## src/mexp_pkg.sv

```systemverilog
// Shared word width and word type for the modular exponentiation block.
// No dependencies.
package mexp_pkg;

    localparam int WORD_BITS = 64;
    localparam int FIELD_BITS = 64;
    localparam int CNT_BITS = $clog2(WORD_BITS);

    typedef logic [WORD_BITS-1:0] word_t;

endpackage

```

## src/mexp_modmul.sv

```systemverilog
// Bit-serial modular multiplier: double-and-add, one multiplier bit per cycle.
// Depends on mexp_pkg. Requires x < m and m != 0.
module mexp_modmul
    import mexp_pkg::*;
(
    input  logic  clk,
    input  logic  rst_n,
    input  logic  start,
    input  word_t x,
    input  word_t y,
    input  word_t m,
    output logic  done,
    output word_t product
);

    logic  busy_reg;
    word_t x_reg;
    word_t y_reg;
    word_t acc_reg;
    word_t sum_acc;
    word_t sum_dbl;

    function automatic word_t add_mod(input word_t a, input word_t b, input word_t md);
        logic [WORD_BITS:0] s;
        s = {1'b0, a} + {1'b0, b};
        if (s >= {1'b0, md})
        begin
            s = s - {1'b0, md};
        end
        return s[WORD_BITS-1:0];
    endfunction

    always_comb
    begin
        sum_acc = add_mod(acc_reg, x_reg, m);
        sum_dbl = add_mod(x_reg, x_reg, m);
    end

    // finishes as soon as the remaining multiplier bits are all zero
    assign done    = busy_reg && (y_reg == '0);
    assign product = acc_reg;

    always_ff @(posedge clk or negedge rst_n)
    begin
        if (!rst_n)
        begin
            busy_reg <= 1'b0;
        end
        else if (start)
        begin
            busy_reg <= 1'b1;
        end
        else if (done)
        begin
            busy_reg <= 1'b0;
        end
    end

    always_ff @(posedge clk)
    begin
        if (start)
        begin
            x_reg   <= x;
            y_reg   <= y;
            acc_reg <= '0;
        end
        else if (busy_reg && (y_reg != '0))
        begin
            if (y_reg[0])
            begin
                acc_reg <= sum_acc;
            end
            x_reg <= sum_dbl;
            y_reg <= {1'b0, y_reg[WORD_BITS-1:1]};
        end
    end

endmodule

```

## src/modular_exponentiation_64.sv

```systemverilog
// Computes base^exponent mod modulus by right-to-left square-and-multiply over
// a bit-serial modular multiplier. One beat in gives one beat out. The base is
// first reduced by the modulus one bit per cycle. Each exponent bit up to the
// highest set one costs a check state and a squaring, plus a multiply when the
// bit is set; each product runs over the significant multiplier bits. A zero
// modulus or a zero exponent skips the reduction and goes straight to the
// finish state. A new beat is taken while the previous result waits in the
// output register.
// Uses mexp_pkg and mexp_modmul.
module modular_exponentiation_64
    import mexp_pkg::*;
(
    input  logic                  clk,
    input  logic                  rst_n,
    input  logic                  in_valid,
    output logic                  in_ready,
    input  logic [FIELD_BITS-1:0] base,
    input  logic [FIELD_BITS-1:0] exponent,
    input  logic [FIELD_BITS-1:0] modulus,
    output logic                  out_valid,
    input  logic                  out_ready,
    output logic [FIELD_BITS-1:0] power_result,
    output logic                  zero_modulus
);

    typedef enum logic [2:0] {
        ST_IDLE,
        ST_REDUCE,
        ST_EXP_CHECK,
        ST_MUL_ACC,
        ST_MUL_SQR,
        ST_FINISH
    } state_t;

    state_t              state_reg;
    logic                out_valid_reg;
    logic [FIELD_BITS-1:0] result_reg;
    logic                zero_mod_reg;

    word_t               b_reg;
    word_t               e_reg;
    word_t               m_reg;
    word_t               acc_reg;
    word_t               r_reg;
    logic                err_reg;
    logic [CNT_BITS-1:0] cnt_reg;

    word_t               in_b;
    word_t               in_e;
    word_t               in_m;
    logic [WORD_BITS:0]  red_shift;
    word_t               r_next;

    logic                mul_start;
    word_t               mul_y;
    logic                mul_done;
    word_t               mul_product;
    logic                out_free;

    assign in_b = base[WORD_BITS-1:0];
    assign in_e = exponent[WORD_BITS-1:0];
    assign in_m = modulus[WORD_BITS-1:0];

    assign in_ready     = (state_reg == ST_IDLE);
    assign out_valid    = out_valid_reg;
    assign power_result = result_reg;
    assign zero_modulus = zero_mod_reg;
    assign out_free     = !out_valid_reg || out_ready;

    // Horner reduction of the base, MSB first; r < m keeps one subtract enough
    always_comb
    begin
        red_shift = {r_reg, b_reg[WORD_BITS-1]};
        if (red_shift >= {1'b0, m_reg})
        begin
            red_shift = red_shift - {1'b0, m_reg};
        end
        r_next = red_shift[WORD_BITS-1:0];
    end

    always_comb
    begin
        mul_start = ((state_reg == ST_EXP_CHECK) && (e_reg != '0))
                 || ((state_reg == ST_MUL_ACC) && mul_done);
        mul_y     = ((state_reg == ST_EXP_CHECK) && e_reg[0]) ? acc_reg : b_reg;
    end

    mexp_modmul u_modmul (
        .clk     (clk),
        .rst_n   (rst_n),
        .start   (mul_start),
        .x       (b_reg),
        .y       (mul_y),
        .m       (m_reg),
        .done    (mul_done),
        .product (mul_product)
    );

    always_ff @(posedge clk or negedge rst_n)
    begin
        if (!rst_n)
        begin
            state_reg     <= ST_IDLE;
            out_valid_reg <= 1'b0;
            result_reg    <= '0;
            zero_mod_reg  <= 1'b0;
            b_reg         <= '0;
            e_reg         <= '0;
            m_reg         <= '0;
            acc_reg       <= '0;
            r_reg         <= '0;
            err_reg       <= 1'b0;
            cnt_reg       <= '0;
        end
        else
        begin
            if ((state_reg == ST_FINISH) && out_free)
            begin
                out_valid_reg <= 1'b1;
            end
            else if (out_valid_reg && out_ready)
            begin
                out_valid_reg <= 1'b0;
            end
            unique case (state_reg)
                ST_IDLE:
                begin
                    if (in_valid)
                    begin
                        b_reg   <= in_b;
                        e_reg   <= in_e;
                        m_reg   <= in_m;
                        r_reg   <= '0;
                        cnt_reg <= '0;
                        if (in_m == '0)
                        begin
                            err_reg   <= 1'b1;
                            acc_reg   <= '0;
                            state_reg <= ST_FINISH;
                        end
                        else if (in_e == '0)
                        begin
                            err_reg   <= 1'b0;
                            acc_reg   <= word_t'(1);
                            state_reg <= ST_FINISH;
                        end
                        else
                        begin
                            err_reg   <= 1'b0;
                            acc_reg   <= (in_m == word_t'(1)) ? '0 : word_t'(1);
                            state_reg <= ST_REDUCE;
                        end
                    end
                end
                ST_REDUCE:
                begin
                    r_reg   <= r_next;
                    cnt_reg <= cnt_reg + 1'b1;
                    if (cnt_reg == CNT_BITS'(WORD_BITS - 1))
                    begin
                        b_reg     <= r_next;
                        state_reg <= ST_EXP_CHECK;
                    end
                    else
                    begin
                        b_reg <= {b_reg[WORD_BITS-2:0], 1'b0};
                    end
                end
                ST_EXP_CHECK:
                begin
                    if (e_reg == '0)
                    begin
                        state_reg <= ST_FINISH;
                    end
                    else if (e_reg[0])
                    begin
                        state_reg <= ST_MUL_ACC;
                    end
                    else
                    begin
                        state_reg <= ST_MUL_SQR;
                    end
                end
                ST_MUL_ACC:
                begin
                    if (mul_done)
                    begin
                        acc_reg   <= mul_product;
                        state_reg <= ST_MUL_SQR;
                    end
                end
                ST_MUL_SQR:
                begin
                    if (mul_done)
                    begin
                        b_reg     <= mul_product;
                        e_reg     <= {1'b0, e_reg[WORD_BITS-1:1]};
                        state_reg <= ST_EXP_CHECK;
                    end
                end
                ST_FINISH:
                begin
                    if (out_free)
                    begin
                        result_reg    <= FIELD_BITS'(acc_reg);
                        zero_mod_reg  <= err_reg;
                        state_reg     <= ST_IDLE;
                    end
                end
                default:
                begin
                    state_reg <= ST_IDLE;
                end
            endcase
        end
    end

endmodule

```

## config.mk

```make
export PLATFORM = sky130hd
export DESIGN_NAME = modular_exponentiation_64
export DESIGN_NICKNAME = d
export VERILOG_FILES = /design/src/mexp_pkg.sv /design/src/mexp_modmul.sv /design/src/modular_exponentiation_64.sv
export SDC_FILE = /design/constraint.sdc
export NUM_CORES = 2
export LEC_CHECK = 0
export BUFFER_PORTS_ARGS = -buffer_cell sky130_fd_sc_hd__buf_2
export CORE_AREA = 3 3 295 297
export DETAILED_ROUTE_END_ITERATION = 16
export DIE_AREA = 0 0 298 300
export PLACE_DENSITY = 0.72
export SYNTH_ARGS = -nofsm -noshare
export SYNTH_HDL_FRONTEND = slang
export SYNTH_SLANG_ARGS = --single-unit
```

## constraint.sdc

```tcl
create_clock -name clk -period 16.6 [get_ports clk]
set_input_delay 4.98 -clock clk [delete_from_list [all_inputs] [get_ports clk]]
set_output_delay 4.98 -clock clk [all_outputs]
set_load 0.02 [all_outputs]
```

* Yosys cells after proc, flatten, opt, wreduce, memory -nomap -nowiden
Index checks and enable logic that the tools add are counted.
** Storage, ports and cells
- Logic and storage cells :: 107
- Register bits after elaboration :: 589
- Bits of input ports :: 196
** Operators by class
- $add $sub $neg :: 6
- Multiplexer cells :: 39
- Magnitude comparators :: 3
- Reductions and logical operators :: 32
- Equality and inequality tests :: 12
** Operator list (count)
- $mux 64 :: 15
- $pmux 64 s2 :: 3
- $logic_not 64->1 :: 4
- $ge 65x64->1 :: 3
- $pmux 64 s3 :: 1
- $sub 64x64->64 :: 3
- $add 64x64->65 :: 2
- $reduce_bool 64->1 :: 2
- $eq 64x1->1 const B :: 1
- $mux 3 :: 9
- $pmux 3 s6 :: 1
- $pmux 6 s2 :: 1
- $reduce_bool 2->1 :: 6
- $ne 2x2->1 const B :: 5
- $reduce_and 3->1 :: 3
- $mux 1 :: 8
- $reduce_and 2->1 :: 4
- $logic_and 1x1->1 :: 7
- $add 6x1->6 const B :: 1
- $eq 3x2->1 const B :: 2
- $eq 3x3->1 const B :: 2
- $eq 6x6->1 const B :: 1
- $mux 6 :: 1
- $reduce_and 5->1 :: 1
- 5 further kinds :: 6

* Logic depth before layout (Yosys ltp)
- Word-level depth :: 6
- Mapped depth :: 26
- Mapped depth without buffers :: 23

* Hierarchy
From an unflattened synthesis, not the netlist that was laid out.
** Unflattened totals
- Cells, all modules :: 5079
- Area total of the unflattened synthesis :: 43678.1 µm²
** By module, submodules not included
- modular_exponentiation_64 :: sequential area each 9909.5 µm², cells an instance 2521, area each 22791.9 µm², times used 1
- mexp_modmul :: sequential area each 5149.9 µm², cells an instance 2558, area each 20886.3 µm², times used 1

* Least setup slack after synthesis
Ideal clock, no wire load.
- Path type :: input to register
- Start :: input in_valid
- End :: register b_reg[19]
- Stages on the path :: 7
- Required time :: 16.481 ns
- Path buffers :: 2
- Arrival :: 6.336 ns
- Path slack :: 10.145 ns
- Cells stage by stage :: nor2_1 or2_2 a21oi_1 clkbuf_1 clkbuf_1 o211ai_1 o21a_1
** On the way
- Longest elaborated chain between the ends :: 2
** Ends and longest elaborated chain
- start: declaration :: line modular_exponentiation_64.sv:15 : input logic in_valid,
- $ne 2x2->1 (no line)
- $reduce_and 3->1 (no line)
- end signal: assignment :: line modular_exponentiation_64.sv:130 : b_reg <= in_b;
- end signal: assignment :: line modular_exponentiation_64.sv:161 : b_reg <= r_next;
- end signal: assignment :: line modular_exponentiation_64.sv:166 : b_reg <= {b_reg[WORD_BITS-2:0], 1'b0};
- end: declaration :: line modular_exponentiation_64.sv:40 : word_t b_reg;
Every way passes these cells.
A chain may end at the register's enable or synchronous reset.

* Final worst setup path
- Start :: register u_modmul.x_reg[0]
- End :: register u_modmul.acc_reg[56], in the netlist u_modmul.product[56]
** On the way
- Longest elaborated chain between the ends :: 3
- Elaborated cells between the ends (all ways) :: 4
- Those cells by class :: add/sub (2); order compare (1); mux (1)
** Ends and longest elaborated chain
- start: declaration :: line mexp_modmul.sv:17 : word_t x_reg;
- start signal: assignment :: line mexp_modmul.sv:73 : x_reg <= sum_dbl;
- $add 64x64->65 (*) :: line mexp_modmul.sv:25 : s = {1'b0, a} + {1'b0, b};
- $sub 64x64->64 or $ge 65x64->1 (tied branches) :: line mexp_modmul.sv:28, mexp_modmul.sv:26
- $mux 64 (*) :: line mexp_modmul.sv:26 : if (s >= {1'b0, md})
- end signal: assignment :: line mexp_modmul.sv:71 : acc_reg <= sum_acc;
- end: declaration :: line mexp_modmul.sv:19 : word_t acc_reg;
Every way passes the cells marked *; elsewhere a longest branch is shown, timed or not.

==> results.ini <==
[sta]
grt_setup_unrepaired = false
period_share_pct = 43.2
report.final.hold_viol_count = 0
final_max_slew_viol_count = 0
slew_headroom_pct = 13.4
worst-slew-pin-transition_ns = 1.29
fin_setup_tns_ns = 0
clock_skew_ns = 0.0312
setup_viol_count_final = 0
max_clock_freq_mhz = 140
final_period_minus_worst_setup_slack_ns = 7.17

[worst_setup_path]
crit_path_cell_trace = ha_1 > fa_1 > a211oi_1 > o21ai_0 > o211ai_1 > a21oi_1 > a221o_1 > a221oi_1 > o21bai_1 > a31oi_1 > xnor2_1 > ha_1 > nand3_1 > or4_1 > or4_1 > o31ai_1 > a311oi_1 > nand3_2 > buf_4 > o311ai_0 > a31oi_1
critical_path_arrival_ns = 7.72
path_buf_inv = 1
timing.reg2reg.setup_slack_ns = 9.43
reg2reg_to = u_modmul.product[56]
crit_slowest_cell = sky130_fd_sc_hd__buf_4
worst_r2r_startpoint = u_modmul.x_reg[0]
cp_max_fo = 45
worst_setup_path_start_kind = flip-flop
critical_path.endpoint_type = flip-flop
worst_r2r_path_depth = 21
path_delay_family = compound AO/OA/AOI/OAI gates
critPathKind = reg2reg
crit_path_max_incr_delay_ns = 0.58
worstPathRequired_ns = 17.15

[floorplan]
ioPinCount = 263
chipWidth_um = 298
fp.dieArea_sq_mm = 0.0894
initial_utilization_pct = 49.6
core_area_sq_mm = 0.0849
die-height_um = 300
core.rowCount = 107

[grt]
first_global_vias = 37760
grt_antenna_before_repair = 2
grt_pass1_wl_um = 239000
track_usage_pct = 35.0
grt_max_degree = 233
grt-ovfl-total = 0

[yosys]
dominant_combinational_cell_family_by_area_after_synthesis = compound AO/OA/AOI/OAI gates
ys_ff_latch = 589
synth.yosys.warnings = 0
synth-xor-area-share_pct = 4.81
synth_area_per_cell_sq_um = 8.28
yosys-mux-area-fraction_pct = 4.77
synth_edf_count = 128
synth_compound_gate_area_share_pct = 25.0
share_of_synthesized_cell_area_in_full_adder_half_adder_and_majority_cells_pct = 7.83
synth_async_sr_flop_share_pct = 67.4
post_synth_num_cell_types = 85
synth_fp_nets = 5540
ys.flop_type = sky130_fd_sc_hd__dfrtp_1
synth_seq_area_share_pct = 35.8
postSynthCellCount = 5083
synthSimpleGateAreaFrac_pct = 17.7
synthesized_cell_area_sq_mm = 0.0421

[hold_path]
worstHoldPathType = reg2reg
worstHoldPathCells = 2
worstHoldEndpoint = err_reg
hp-start = err_reg

[clocking]
cts.path.max_buffers = 3
tritoncts = built
h-tree-depth = 3
clockRootBuffer = sky130_fd_sc_hd__clkbuf_16
clk-insertion-delay-late_ns = 0.65
cts_made_buffers = 70
clk_pin_slew_ns = 0.07
postCtsHoldBufs = 0
post_cts_buffers = 0
postCtsResizedCells = 0
cts.sink_count = 589

[placed_design]
replace_congestion = 1.02
place.port_buffers = 262
place_hpwl_um = 125000
placed_cells = 6222

[detailed_routing]
antenna_violating_nets_post_route = 0
routed_wire_length_per_instance_um = 25.4
drt_pass1_iterations = 8
vias_per_cell = 6.46
first_iter_violations = 5032
routed-via-count = 41050
remaining_routing_drc_violations = 0
wl_um = 162000

[run]
cap_viol_max_count = 0

[finish]
post_route_cells_drive_above_1_share_pct = 10.3
area_growth_pct = 10.1
fin_cells = 6350
nNetsFinal = 5607

[outcome]
run_status = complete, no violations

## cells in the mapped netlist, types with 27 or more instances
library cell / count / area (sq um)
sky130_fd_sc_hd__inv_1: 139 / 522
sky130_fd_sc_hd__a221oi_1: 41 / 359
sky130_fd_sc_hd__mux2i_1: 124 / 1240
sky130_fd_sc_hd__nand2_1: 709 / 2660
sky130_fd_sc_hd__and3_1: 30 / 188
sky130_fd_sc_hd__o21bai_1: 48 / 360
sky130_fd_sc_hd__xnor2_1: 133 / 1160
sky130_fd_sc_hd__xor2_1: 98 / 858
sky130_fd_sc_hd__a222oi_1: 33 / 330
sky130_fd_sc_hd__ha_1: 257 / 3220
sky130_fd_sc_hd__nor2_1: 407 / 1530
sky130_fd_sc_hd__nor2b_1: 37 / 231
sky130_fd_sc_hd__edfxtp_1: 128 / 3840
sky130_fd_sc_hd__nand2b_1: 38 / 238
sky130_fd_sc_hd__clkbuf_1: 269 / 1010
sky130_fd_sc_hd__a21oi_1: 479 / 2400
sky130_fd_sc_hd__buf_2: 27 / 135
sky130_fd_sc_hd__a31oi_1: 126 / 788
sky130_fd_sc_hd__mux2_2: 68 / 766
sky130_fd_sc_hd__nand3_1: 145 / 726
sky130_fd_sc_hd__nor3_1: 48 / 240
sky130_fd_sc_hd__o21a_1: 64 / 480
sky130_fd_sc_hd__nand4_1: 75 / 469
sky130_fd_sc_hd__a211oi_1: 37 / 278
sky130_fd_sc_hd__dfxtp_1: 64 / 1280
sky130_fd_sc_hd__o211ai_1: 50 / 375
sky130_fd_sc_hd__nor4_1: 82 / 513
sky130_fd_sc_hd__a21o_1: 151 / 1130
sky130_fd_sc_hd__o21ai_0: 494 / 2470
sky130_fd_sc_hd__dfrtp_1: 397 / 9930
## layout make-up
class / count / area (sq um)
fill: 8033 / 38600
multi-input combinational: 4045 / 25400
sequential: 589 / 15100
clock buffer: 97 / 1950
timing repair buffer: 305 / 1670
tap: 1144 / 1430
inverter: 139 / 522
clock inverter: 29 / 277
antenna: 2 / 5.00
## how the worst max path moves through the flow
| stage | cells after the start | end | slack, ns | startpoint |
|---|---|---|---|---|
| final | 21 | u_modmul.product[56] | 9.43 | u_modmul.x_reg[0] |
| after global routing | 21 | u_modmul.product[56] | 9.00 | u_modmul.x_reg[0] |
| after CTS | 21 | u_modmul.product[56] | 9.62 | u_modmul.x_reg[0] |
| after detailed placement | 8 | state_reg[2] | 9.05 | modulus[25] |
| after global placement | 8 | state_reg[2] | 9.02 | modulus[25] |
| after floorplan | 7 | b_reg[19] | 10.14 | in_valid |
## stage by stage
step | setup slack, ns | hold slack [ns] | util, % | area [sq um]
floorplan | 10.14 | 0.440 | - | 42100
global placement | 9.02 | 0.476 | 51.9 | 44100
detailed placement | 9.05 | 0.470 | 51.9 | 44100
CTS | 9.62 | 0.484 | 54.6 | 46300
global route | 9.00 | 0.507 | 54.6 | 46300
finish | 9.43 | 0.490 | 54.6 | 46300
## placed cells by master (no fill, tap or decap), drive strengths merged, types with 48 or more instances in the layout
cell type  count
edfxtp       128
o211ai        50
nor4          82
a21o         151
a21oi        480
dfrtp        397
o21a          64
inv          143
o21bai        48
nand3        146
a31oi        126
xor2          98
dfxtp         64
ha           257
nor2         407
nand4         75
nor3          48
mux2i        124
mux2          68
buf          305
xnor2        133
nand2        710
clkbuf        97
o21ai        499
## cell families (layout without fill, tap and decap cells)
| family | Yosys count | in the layout |
|---|---|---|
| muxes | 192 | 192 |
| buffers and inverters | 449 | 570 |
| xor gates and xnor gates | 231 | 231 |
| adders and majority gates | 261 | 261 |
| and+or+nand+nor | 1659 | 1659 |
| other | 0 | 2 |
| DFF | 589 | 589 |
| AOI/OAI and AO/OA | 1702 | 1702 |
## worst register-to-register path: cells and delay by family (launching register included)
kind            cells  cell delay [ns]
xor+xnor            1             0.14
compound gates     12             3.50
fa+ha+maj           3             1.08
buf+inv             1             0.58
simple gates        4             1.33
flops               1             0.43
## routing by layer
metal / up-vias / track usage, % / routed length [um]
met5: - / 0 / 13
met4: 2 / 12.0 / 5740
met3: 278 / 6.98 / 17800
met2: 2091 / 49.8 / 65900
met1: 19940 / 52.7 / 72100
li1: 18739 / - / -
Power is left out: the tool's default activity adds up to more than one toggle a clock period on the data nets, which glitch-free logic cannot reach.
